### config.mk
export PLATFORM = sky130hd
export DESIGN_NAME = pixel_to_rgba_converter
export DESIGN_NICKNAME = d
export VERILOG_FILES = /design/src/hdl/prc_pkg.sv /design/src/hdl/prc_cfg_regs.sv /design/src/hdl/prc_convert.sv /design/src/hdl/pixel_to_rgba_converter.sv
export SDC_FILE = /design/constraint.sdc
export NUM_CORES = 1
export LEC_CHECK = 0
export ABC_AREA = 1
export BUFFER_PORTS_ARGS = -buffer_cell sky130_fd_sc_hd__buf_2
export CAP_MARGIN = 0
export CORE_AREA = 2 2 241 267
export CTS_CLUSTER_DIAMETER = 30
export DETAILED_ROUTE_END_ITERATION = 8
export DIE_AREA = 0 0 243 269
export SLEW_MARGIN = 15
export SYNTH_ARGS = -nofsm -noshare
export SYNTH_HDL_FRONTEND = slang
export SYNTH_HIERARCHICAL = 1
export SYNTH_SLANG_ARGS = --single-unit
### constraint.sdc
create_clock -name clk -period 10.82 [get_ports clk]
set_input_delay 0.541 -clock clk [delete_from_list [all_inputs] [get_ports clk]]
set_output_delay 0.541 -clock clk [all_outputs]
set_load 0.01 [all_outputs]
### src/hdl/prc_pkg.sv
// ----------------------------------------------------------------------------
// prc_pkg
// Shared types, codes and the YCbCr matrix coefficient table for the
// pixel to RGBA converter.
// ----------------------------------------------------------------------------
package prc_pkg;

  localparam int BYTE_W     = 8;
  localparam int COEF_W     = 10;  // unsigned coefficient magnitude, max 584
  localparam int OPND_W     = 10;  // signed luma / chroma operand after offset
  localparam int SUM_W      = 21;  // signed matrix sum before rounding
  localparam int CFG_IDX_W  = 2;
  localparam int CFG_DATA_W = 3;   // widest register (source_format)

  typedef enum logic [1:0] {
    MTX_BT601  = 2'd0,
    MTX_BT709  = 2'd1,
    MTX_BT2020 = 2'd2
  } matrix_t;

  typedef enum logic [2:0] {
    FMT_YCBCR  = 3'd0,
    FMT_RGB24  = 3'd1,
    FMT_BGR24  = 3'd2,
    FMT_BGRA32 = 3'd3,
    FMT_GRAY8  = 3'd4
  } format_t;

  typedef enum logic [CFG_IDX_W-1:0] {
    REG_MATRIX_SELECT = 2'd0,
    REG_FULL_RANGE    = 2'd1,
    REG_SOURCE_FORMAT = 2'd2
  } reg_index_t;

  typedef struct packed {
    logic [1:0] matrix_select;
    logic       full_range;
    logic [2:0] source_format;
  } cfg_t;

  typedef struct packed {
    logic [BYTE_W-1:0] first;
    logic [BYTE_W-1:0] second;
    logic [BYTE_W-1:0] third;
    logic [BYTE_W-1:0] fourth;
  } pixel_t;

  typedef struct packed {
    logic [BYTE_W-1:0] red;
    logic [BYTE_W-1:0] green;
    logic [BYTE_W-1:0] blue;
    logic [BYTE_W-1:0] alpha;
  } rgba_t;

  // luma, R from Cr, G from Cb, G from Cr, B from Cb (G terms subtracted)
  typedef struct packed {
    logic [COEF_W-1:0] luma;
    logic [COEF_W-1:0] r_cr;
    logic [COEF_W-1:0] g_cb;
    logic [COEF_W-1:0] g_cr;
    logic [COEF_W-1:0] b_cb;
  } coef_t;

  function automatic coef_t coef_lookup(input logic [1:0] mtx, input logic full);
    coef_t k;
    if (full) begin
      case (mtx)
        MTX_BT709:  k = '{10'd256, 10'd403, 10'd48, 10'd120, 10'd475};
        MTX_BT2020: k = '{10'd256, 10'd360, 10'd41, 10'd107, 10'd512};
        default:    k = '{10'd256, 10'd359, 10'd88, 10'd183, 10'd454};
      endcase
    end else begin
      case (mtx)
        MTX_BT709:  k = '{10'd298, 10'd460, 10'd55, 10'd137, 10'd543};
        MTX_BT2020: k = '{10'd298, 10'd410, 10'd47, 10'd122, 10'd584};
        default:    k = '{10'd298, 10'd409, 10'd100, 10'd208, 10'd516};
      endcase
    end
    return k;
  endfunction

endpackage

### src/hdl/prc_cfg_regs.sv
// ----------------------------------------------------------------------------
// prc_cfg_regs
// Configuration register bank: matrix select, range and source format.
// ----------------------------------------------------------------------------
module prc_cfg_regs (
  input  logic                           clk,
  input  logic                           rst,
  input  logic                           we,
  input  logic [prc_pkg::CFG_IDX_W-1:0]  index,
  input  logic [prc_pkg::CFG_DATA_W-1:0] data,
  output prc_pkg::cfg_t                  cfg
);
  import prc_pkg::*;

  // unknown indexes fall through and are dropped
  always_ff @(posedge clk) begin
    if (rst) begin
      cfg <= '0;
    end else if (we) begin
      if (index == REG_MATRIX_SELECT) begin
        cfg.matrix_select <= data[1:0];
      end else if (index == REG_FULL_RANGE) begin
        cfg.full_range <= data[0];
      end else if (index == REG_SOURCE_FORMAT) begin
        cfg.source_format <= data;
      end
    end
  end

endmodule

### src/hdl/prc_convert.sv
// ----------------------------------------------------------------------------
// prc_convert
// Combinational pixel conversion: YCbCr matrix with round and clamp, or
// byte reordering for the packed RGB and grey formats.
// ----------------------------------------------------------------------------
module prc_convert (
  input  prc_pkg::pixel_t pix,
  input  prc_pkg::cfg_t   cfg,
  output prc_pkg::rgba_t  rgba
);
  import prc_pkg::*;

  coef_t                    k;
  logic signed [OPND_W-1:0] lum;
  logic signed [OPND_W-1:0] cb;
  logic signed [OPND_W-1:0] cr;
  logic signed [SUM_W-1:0]  base;
  logic signed [SUM_W-1:0]  sum_r;
  logic signed [SUM_W-1:0]  sum_g;
  logic signed [SUM_W-1:0]  sum_b;
  logic [BYTE_W-1:0]        yr, yg, yb;

  // (v + 128) >>> 8, then clamp to a byte
  function automatic logic [BYTE_W-1:0] round_clamp(input logic signed [SUM_W-1:0] v);
    logic signed [SUM_W-1:0] t;
    logic signed [SUM_W-9:0] q;
    t = v + SUM_W'(128);
    q = $signed(t[SUM_W-1:8]);
    if (q[SUM_W-9]) begin
      return '0;
    end else if (q > $signed((SUM_W-8)'(255))) begin
      return '1;
    end
    return q[BYTE_W-1:0];
  endfunction

  always_comb begin
    k    = coef_lookup(cfg.matrix_select, cfg.full_range);
    lum  = cfg.full_range ? $signed({2'b00, pix.first})
                          : $signed({2'b00, pix.first}) - OPND_W'(16);
    cb   = $signed({2'b00, pix.second}) - OPND_W'(128);
    cr   = $signed({2'b00, pix.third}) - OPND_W'(128);
    base = SUM_W'($signed({1'b0, k.luma})) * SUM_W'(lum);
    sum_r = base + SUM_W'($signed({1'b0, k.r_cr})) * SUM_W'(cr);
    sum_g = base - SUM_W'($signed({1'b0, k.g_cb})) * SUM_W'(cb)
                 - SUM_W'($signed({1'b0, k.g_cr})) * SUM_W'(cr);
    sum_b = base + SUM_W'($signed({1'b0, k.b_cb})) * SUM_W'(cb);
    yr = round_clamp(sum_r);
    yg = round_clamp(sum_g);
    yb = round_clamp(sum_b);
  end

  always_comb begin
    rgba.alpha = '1;
    case (cfg.source_format)
      FMT_RGB24: begin
        rgba.red   = pix.first;
        rgba.green = pix.second;
        rgba.blue  = pix.third;
      end
      FMT_BGR24: begin
        rgba.red   = pix.third;
        rgba.green = pix.second;
        rgba.blue  = pix.first;
      end
      FMT_BGRA32: begin
        rgba.red   = pix.third;
        rgba.green = pix.second;
        rgba.blue  = pix.first;
        rgba.alpha = pix.fourth;
      end
      FMT_GRAY8: begin
        rgba.red   = pix.first;
        rgba.green = pix.first;
        rgba.blue  = pix.first;
      end
      default: begin
        // YCbCr, and the unused format codes
        rgba.red   = yr;
        rgba.green = yg;
        rgba.blue  = yb;
      end
    endcase
  end

endmodule

### src/hdl/pixel_to_rgba_converter.sv
// ----------------------------------------------------------------------------
// pixel_to_rgba_converter
// Converts one pixel word (YCbCr, RGB24, BGR24, BGRA32 or GRAY8) into one
// RGBA word per clock while the output is not stalled.
// Path: an accepted word goes into the input register, then the result
// register, with the matrix multiply-add-clamp between them.
// Throughput: one word per cycle unless rgba_ready stalls the output.
// Reset: synchronous, clears both valid flags and all configuration registers
// to zero (BT.601, limited range, YCbCr).
// ----------------------------------------------------------------------------
module pixel_to_rgba_converter (
  input  logic                           clk,
  input  logic                           rst,
  // configuration write port
  input  logic                           cfg_we,
  input  logic [prc_pkg::CFG_IDX_W-1:0]  cfg_index,
  input  logic [prc_pkg::CFG_DATA_W-1:0] cfg_data,
  // pixel input channel
  input  logic                           pixel_valid,
  output logic                           pixel_ready,
  input  logic [prc_pkg::BYTE_W-1:0]     first_component,
  input  logic [prc_pkg::BYTE_W-1:0]     second_component,
  input  logic [prc_pkg::BYTE_W-1:0]     third_component,
  input  logic [prc_pkg::BYTE_W-1:0]     fourth_component,
  // RGBA output channel
  output logic                           rgba_valid,
  input  logic                           rgba_ready,
  output logic [prc_pkg::BYTE_W-1:0]     red,
  output logic [prc_pkg::BYTE_W-1:0]     green,
  output logic [prc_pkg::BYTE_W-1:0]     blue,
  output logic [prc_pkg::BYTE_W-1:0]     alpha
);
  import prc_pkg::*;

  cfg_t   cfg;
  logic   s1_valid;
  pixel_t s1_pix;
  logic   s1_adv;
  rgba_t  conv;
  rgba_t  out_pix;

  // The user must change configuration only while the pipe is empty (not enforced
  // by the block itself), since the converter reads the live registers.
  prc_cfg_regs u_cfg (
    .clk   (clk),
    .rst   (rst),
    .we    (cfg_we),
    .index (cfg_index),
    .data  (cfg_data),
    .cfg   (cfg)
  );

  // Stage 1 moves on whenever the result register is empty or draining.
  // The input side can then refill stage 1 in the same cycle, so a
  // stalled result never blocks a new word while stage 1 is free.
  assign s1_adv      = s1_valid && (!rgba_valid || rgba_ready);
  assign pixel_ready = !s1_valid || s1_adv;

  always_ff @(posedge clk) begin
    if (rst) begin
      s1_valid <= 1'b0;
    end else if (pixel_ready) begin
      s1_valid <= pixel_valid;
    end
  end

  // input register payload, no reset
  always_ff @(posedge clk) begin
    if (pixel_valid && pixel_ready) begin
      s1_pix <= '{first_component, second_component, third_component,
                  fourth_component};
    end
  end

  prc_convert u_convert (
    .pix  (s1_pix),
    .cfg  (cfg),
    .rgba (conv)
  );

  // result register
  always_ff @(posedge clk) begin
    if (rst) begin
      rgba_valid <= 1'b0;
    end else if (!rgba_valid || rgba_ready) begin
      rgba_valid <= s1_valid;
    end
  end

  always_ff @(posedge clk) begin
    if (s1_adv) begin
      out_pix <= conv;
    end
  end

  assign red   = out_pix.red;
  assign green = out_pix.green;
  assign blue  = out_pix.blue;
  assign alpha = out_pix.alpha;

  // --------------------------------------------------------------------------
  // Assertions
  // --------------------------------------------------------------------------
  // an accepted word lands in stage 1
  a_accept_fills_s1: assert property (@(posedge clk) disable iff (rst)
    pixel_valid && pixel_ready |=> s1_valid)
    else $error("accepted pixel word not held in stage 1");

  // a word leaving stage 1 always appears as a result
  a_adv_fills_out: assert property (@(posedge clk) disable iff (rst)
    s1_adv |=> rgba_valid)
    else $error("stage 1 word lost on the way to the result register");

  // stage 1 must hold while the result register is full and stalled
  a_no_overwrite: assert property (@(posedge clk) disable iff (rst)
    rgba_valid && !rgba_ready && s1_valid |-> !s1_adv && !pixel_ready)
    else $error("stage 1 advanced into a stalled result register");

  // an empty stage 1 is always open for input
  a_ready_when_empty: assert property (@(posedge clk) disable iff (rst)
    !s1_valid |-> pixel_ready)
    else $error("input not ready while stage 1 empty");

endmodule
[Word level (Yosys, flattened, before mapping)]
Cells that the tools add are included.
Storage, ports and cells
  register bits after elaboration: 72
  bits in latches: 0
  bits in writable memories: 0
  bits in read-only memories: 0
  bits of input ports: 42
  output and inout bits: 34
  logic and storage cells: 72
  memories: 0
Cells by class
  add/sub/neg operators: 10
  $mul: 5
  div/mod/pow operators: 0
  magnitude comparators: 3
  eq/ne operators: 8
  shifts and indexed selects: 0
  muxes and demuxes: 20
  bitwise logic cells: 2
  reductions and logical operators: 11
Operator list (number)
  $mul A11 B9 Y20: 4
  $pmux W38 S2: 1
  $pmux W37 S2: 1
  $mux W8: 9
  $pmux W24 S3: 1
  $add A21 B9 Y21 const B: 3
  $mux W50: 1
  $add A21 B21 Y21: 2
  $sub A21 B21 Y21: 2
  $gt A13 B9 Y1 const B: 3
  $mul A11 B10 Y21: 1
  $sub A8 B8 Y9 const B: 2
  $mux W10: 1
  $sub A8 B5 Y9 const B: 1
  $eq A3 B2 Y1 const B: 2
  $mux W1: 6
  $eq A2 B1 Y1 const B: 2
  $eq A2 B2 Y1 const B: 2
  $reduce_and A4 Y1: 1
  $eq A3 B1 Y1 const B: 1
  $eq A3 B3 Y1 const B: 1
  $reduce_and A3 Y1: 1
  $logic_and A1 B1 Y1: 2
  $logic_not A1 Y1: 2
  other kinds (5): 7

[Logic depth before layout (Yosys ltp)]
  depth in word-level cells: 12
  depth in mapped cells: 53
  mapped depth without buffers: 52

[Hierarchy]
The synthesis kept the hierarchy.
Modules (own cells, without submodules)
  prc_convert: times used 1, cells each 2234, area an instance 16388.2 µm², seq. area each 0.0 µm²
  pixel_to_rgba_converter: times used 1, cells each 76, area an instance 2013.2 µm², seq. area each 1961.9 µm²
  prc_cfg_regs: times used 1, cells each 42, area an instance 269.0 µm², seq. area each 120.1 µm²

[Least setup slack after synthesis]
Ideal clock, no wire load.
  kind: register to register
  start: register, netlist name u_cfg/cfg[4]
  end: register out_pix, in the netlist green[7], data pin
  setup time: 255 ps
  arrival time: 7898 ps
  data required time: 10565 ps
  slack: 2667 ps
  cell stages (with the launch flop): 45
  path buffers: 2
  period minus slack after synthesis: 8153 ps
  cell sequence: dfxtp_1 -> inv_1 -> ha_1 -> clkbuf_1 -> nand2_1 -> inv_1 -> clkbuf_1 -> nor2_1 -> fa_1 -> inv_1 -> fa_1 -> inv_1 -> fa_1 -> fa_1 -> inv_1 -> fa_1 -> inv_1 -> ha_1 -> (+9 left out) -> nand2_1 -> fa_1 -> inv_1 -> ha_1 -> ha_1 -> inv_1 -> nor3_2 -> nand2_1 -> nor2_1 -> nand2_1 -> nand3_1 -> nand3_1 -> nand2_4 -> inv_2 -> nand2_2 -> nand2_1 -> nand2_1 -> nand2_1
RTL lines
  end signal, assigned: line pixel_to_rgba_converter.sv:92  | out_pix <= conv;
  end, declared: line pixel_to_rgba_converter.sv:40  | rgba_t out_pix;

==> run metrics <==
status=finished, final reports clean; Crit Path Class=flip-flop to flip-flop; Fin Setup TNS=0 ps; Slew HR=19.4%; Routed WL=53.4 mm; gpl congestion=0.947; CP max-delay cell=ha_1; CP dominant cell by count=nand2_1; chip width=243 um; HP Start=third_component[7]; most frequent cells in the layout=550 x inv_1, 417 x nand2_1, 361 x ha_1; Hold Violations, Final=0; Sink Count=just over 70; maximum clock rate=106 MHz; Distinct cells, synth=52; Syn. warnings=6; Antenna Cells=0; DR iter-0 viols=943; CTS tree=done; drt pass-1 iters=8; Worst Setup SP=u_cfg/cfg[4]; unrepaired setup endpoints after global routing=no; root buf cell=clkbuf_16; Setup crit end kind=flip-flop; deepest clock path buffer count=2; Remaining DRCs=0; CTS clk-pin slew, worst paths=about 70 ps; DR vias/cell=4.63; CTS Hold Buffers Added=0; cells on worst reg2reg path=44; H-Tree Depth=3; Post-synth ARST share=0%; Yosys reg bits=72; fraction of layout cells with a size suffix above 1=under 10%; Initial Util=29.7%; pin count of the biggest net entering global routing=33; Final min period=9460 ps; Syn Area/Cell=7.94 sq um; first-pass GRT wire length=83.8 mm; Synth Flop Type=edfxtp_1; Worst Max-Slew Pin Slew=1210 ps; CP Max Fanout=18; hold path endpoint=s1_pix[15]; maxcap violations=0; final critical-path share of the clock period=87.4%; core box area=~0.063 sq mm; Num CTS Buffers=9; Total Routing Usage GR=16.6%; Reg-to-Reg Start=u_cfg/cfg[4]; final setup vio count=0; Slew Viols, Final=0; post-CTS setup buffers=0; Worst Hold Depth=1; Post-DP HPWL=46.6 mm; Mapped Cells=2352; Post-synth EDFFs=64; register area share after synthesis=about 11%; die area=0.0654 sq mm; DR vias=roughly 15000; I/O pin total=76; most common cell after layout, fill and taps aside=inv_1; PortBufs=75; Die Span Y=around 270 um; Cell Area, Synth=between 0.015 and 0.02 sq mm; top cell type's share of synthesized area=between 20% and 30%; Clock Skew=12.0 ps; Final ANT Viol Nets=0; HP Class=input pin to flip-flop; R2R Path End=green[1]; synth-to-layout area growth=9.29%; critical path's largest stage delay=730 ps; wire per inst=16.4 um; post-CTS sizing=0; num rows=97; Finished Core Util=32.5%; fin nets=3048; Synth area leader=ha_1; grt total ovfl=0; worst path arrival time=9570 ps; initial antenna violation count=1; R2R Setup Slk=1360 ps; WP data required=between 10000 and 15000 ps; Clock Latency Late Sink=370 ps; top cells by area, synth=ha_1 24%, fa_1 24%, inv_1 11%; startpoint types=flip-flop; vias in the first global route=15044
[worst max-delay path by stage]
stage / end / slack, ps / cells after the start
floorplan: green[7] / 2670 / 44
global placement: green[0] / 1730 / 44
detailed placement: green[1] / 1450 / 44
CTS: green[1] / 1410 / 44
global route: green[0] / 640 / 44
finish: green[1] / 1360 / 44
[cell usage after synthesis, drive strengths merged (2+ instances only)]
master and n:
o211ai 3, nand4 17, nor2 262, edfxtp 64, dfxtp 8, and2 2, nand3 66, a21boi 9
nor4 6, xnor2 29, xor2 47, o21ai 33, o21a 4, ha 361, a221oi 8, nor3 18
clkinv 4, a21o 5, clkbuf 29, nand3b 2, a22oi 8, a21oi 121, nand2 436, o31ai 4
buf 5, fa 223, o21bai 17, inv 554, a31oi 2
[metrics by stage]
| step | std cells | worst slack [ps] | area, sq um | hold WS, ps |
|---|---|---|---|---|
| after floorplan | 2355 | 2670 | 18700 | 457 |
| after global placement | 3252 | 1730 | 20100 | 483 |
| after detailed placement | 3252 | 1450 | 20100 | 492 |
| after CTS | 3268 | 1410 | 20400 | 329 |
| after global routing | 3268 | 636 | 20400 | 340 |
| final | 3268 | 1360 | 20400 | 344 |
[worst max-delay path: cells and delay by family, from the launching register on]
kind | cells | cell delay [ps]
flip-flops | 1 | 390
buffers and inverters | 10 | 1250
AO/OA/AOI/OAI | 2 | 510
adder cells (fa/ha/maj) | 10 | 4510
XOR/XNOR | 1 | 230
AND/OR/NAND/NOR | 21 | 2310
[layout make-up]
class / count / area [sq um]
fillers: 6788 / 42500
multi-input cells: 1691 / 14400
inverters: 558 / 2100
flip-flops and latches: 72 / 2080
well taps: 841 / 1050
repair buffers: 90 / 488
clock buffers: 9 / 225
clock inverters: 7 / 85.1
[state kept, by name, indices dropped and copies added (netlist names)]
| signal | cells |
|---|---|
| blue | 8 |
| rgba_valid | 1 |
| alpha | 8 |
| u_cfg/cfg | 6 |
| green | 8 |
| red | 8 |
| s1_pix | 32 |
| s1_valid | 1 |
[kinds of logic (layout without fill, tap and decap cells)]
family / count (synthesis) / count (layout) / share of synthesized area [%]
AND/OR/NAND/NOR: 811 / 811 / 18.4
adder cells (fa/ha/maj): 584 / 584 / 48.1
flip-flops: 72 / 72 / 11.2
other: 1 / 4 / 0.0201
AO/OA/AOI/OAI: 216 / 216 / 6.75
buffers and inverters: 592 / 664 / 12.0
XOR/XNOR: 76 / 76 / 3.57
[layer usage]
metal / vias up / part of all wire, % / global-route usage, % / wire (um)
li1: 7457 / - / - / -
met1: 7173 / 43 / 21.2 / 23200
met2: 417 / 49 / 29.3 / 26000
met3: 77 / 4.6 / 1.50 / 2440
met4: 2 / 3.4 / 5.94 / 1820
met5: - / 0.015 / 0 / 8
Power is left out: the tool's default activity adds up to more than one toggle a clock period on the data nets, which glitch-free logic cannot reach.
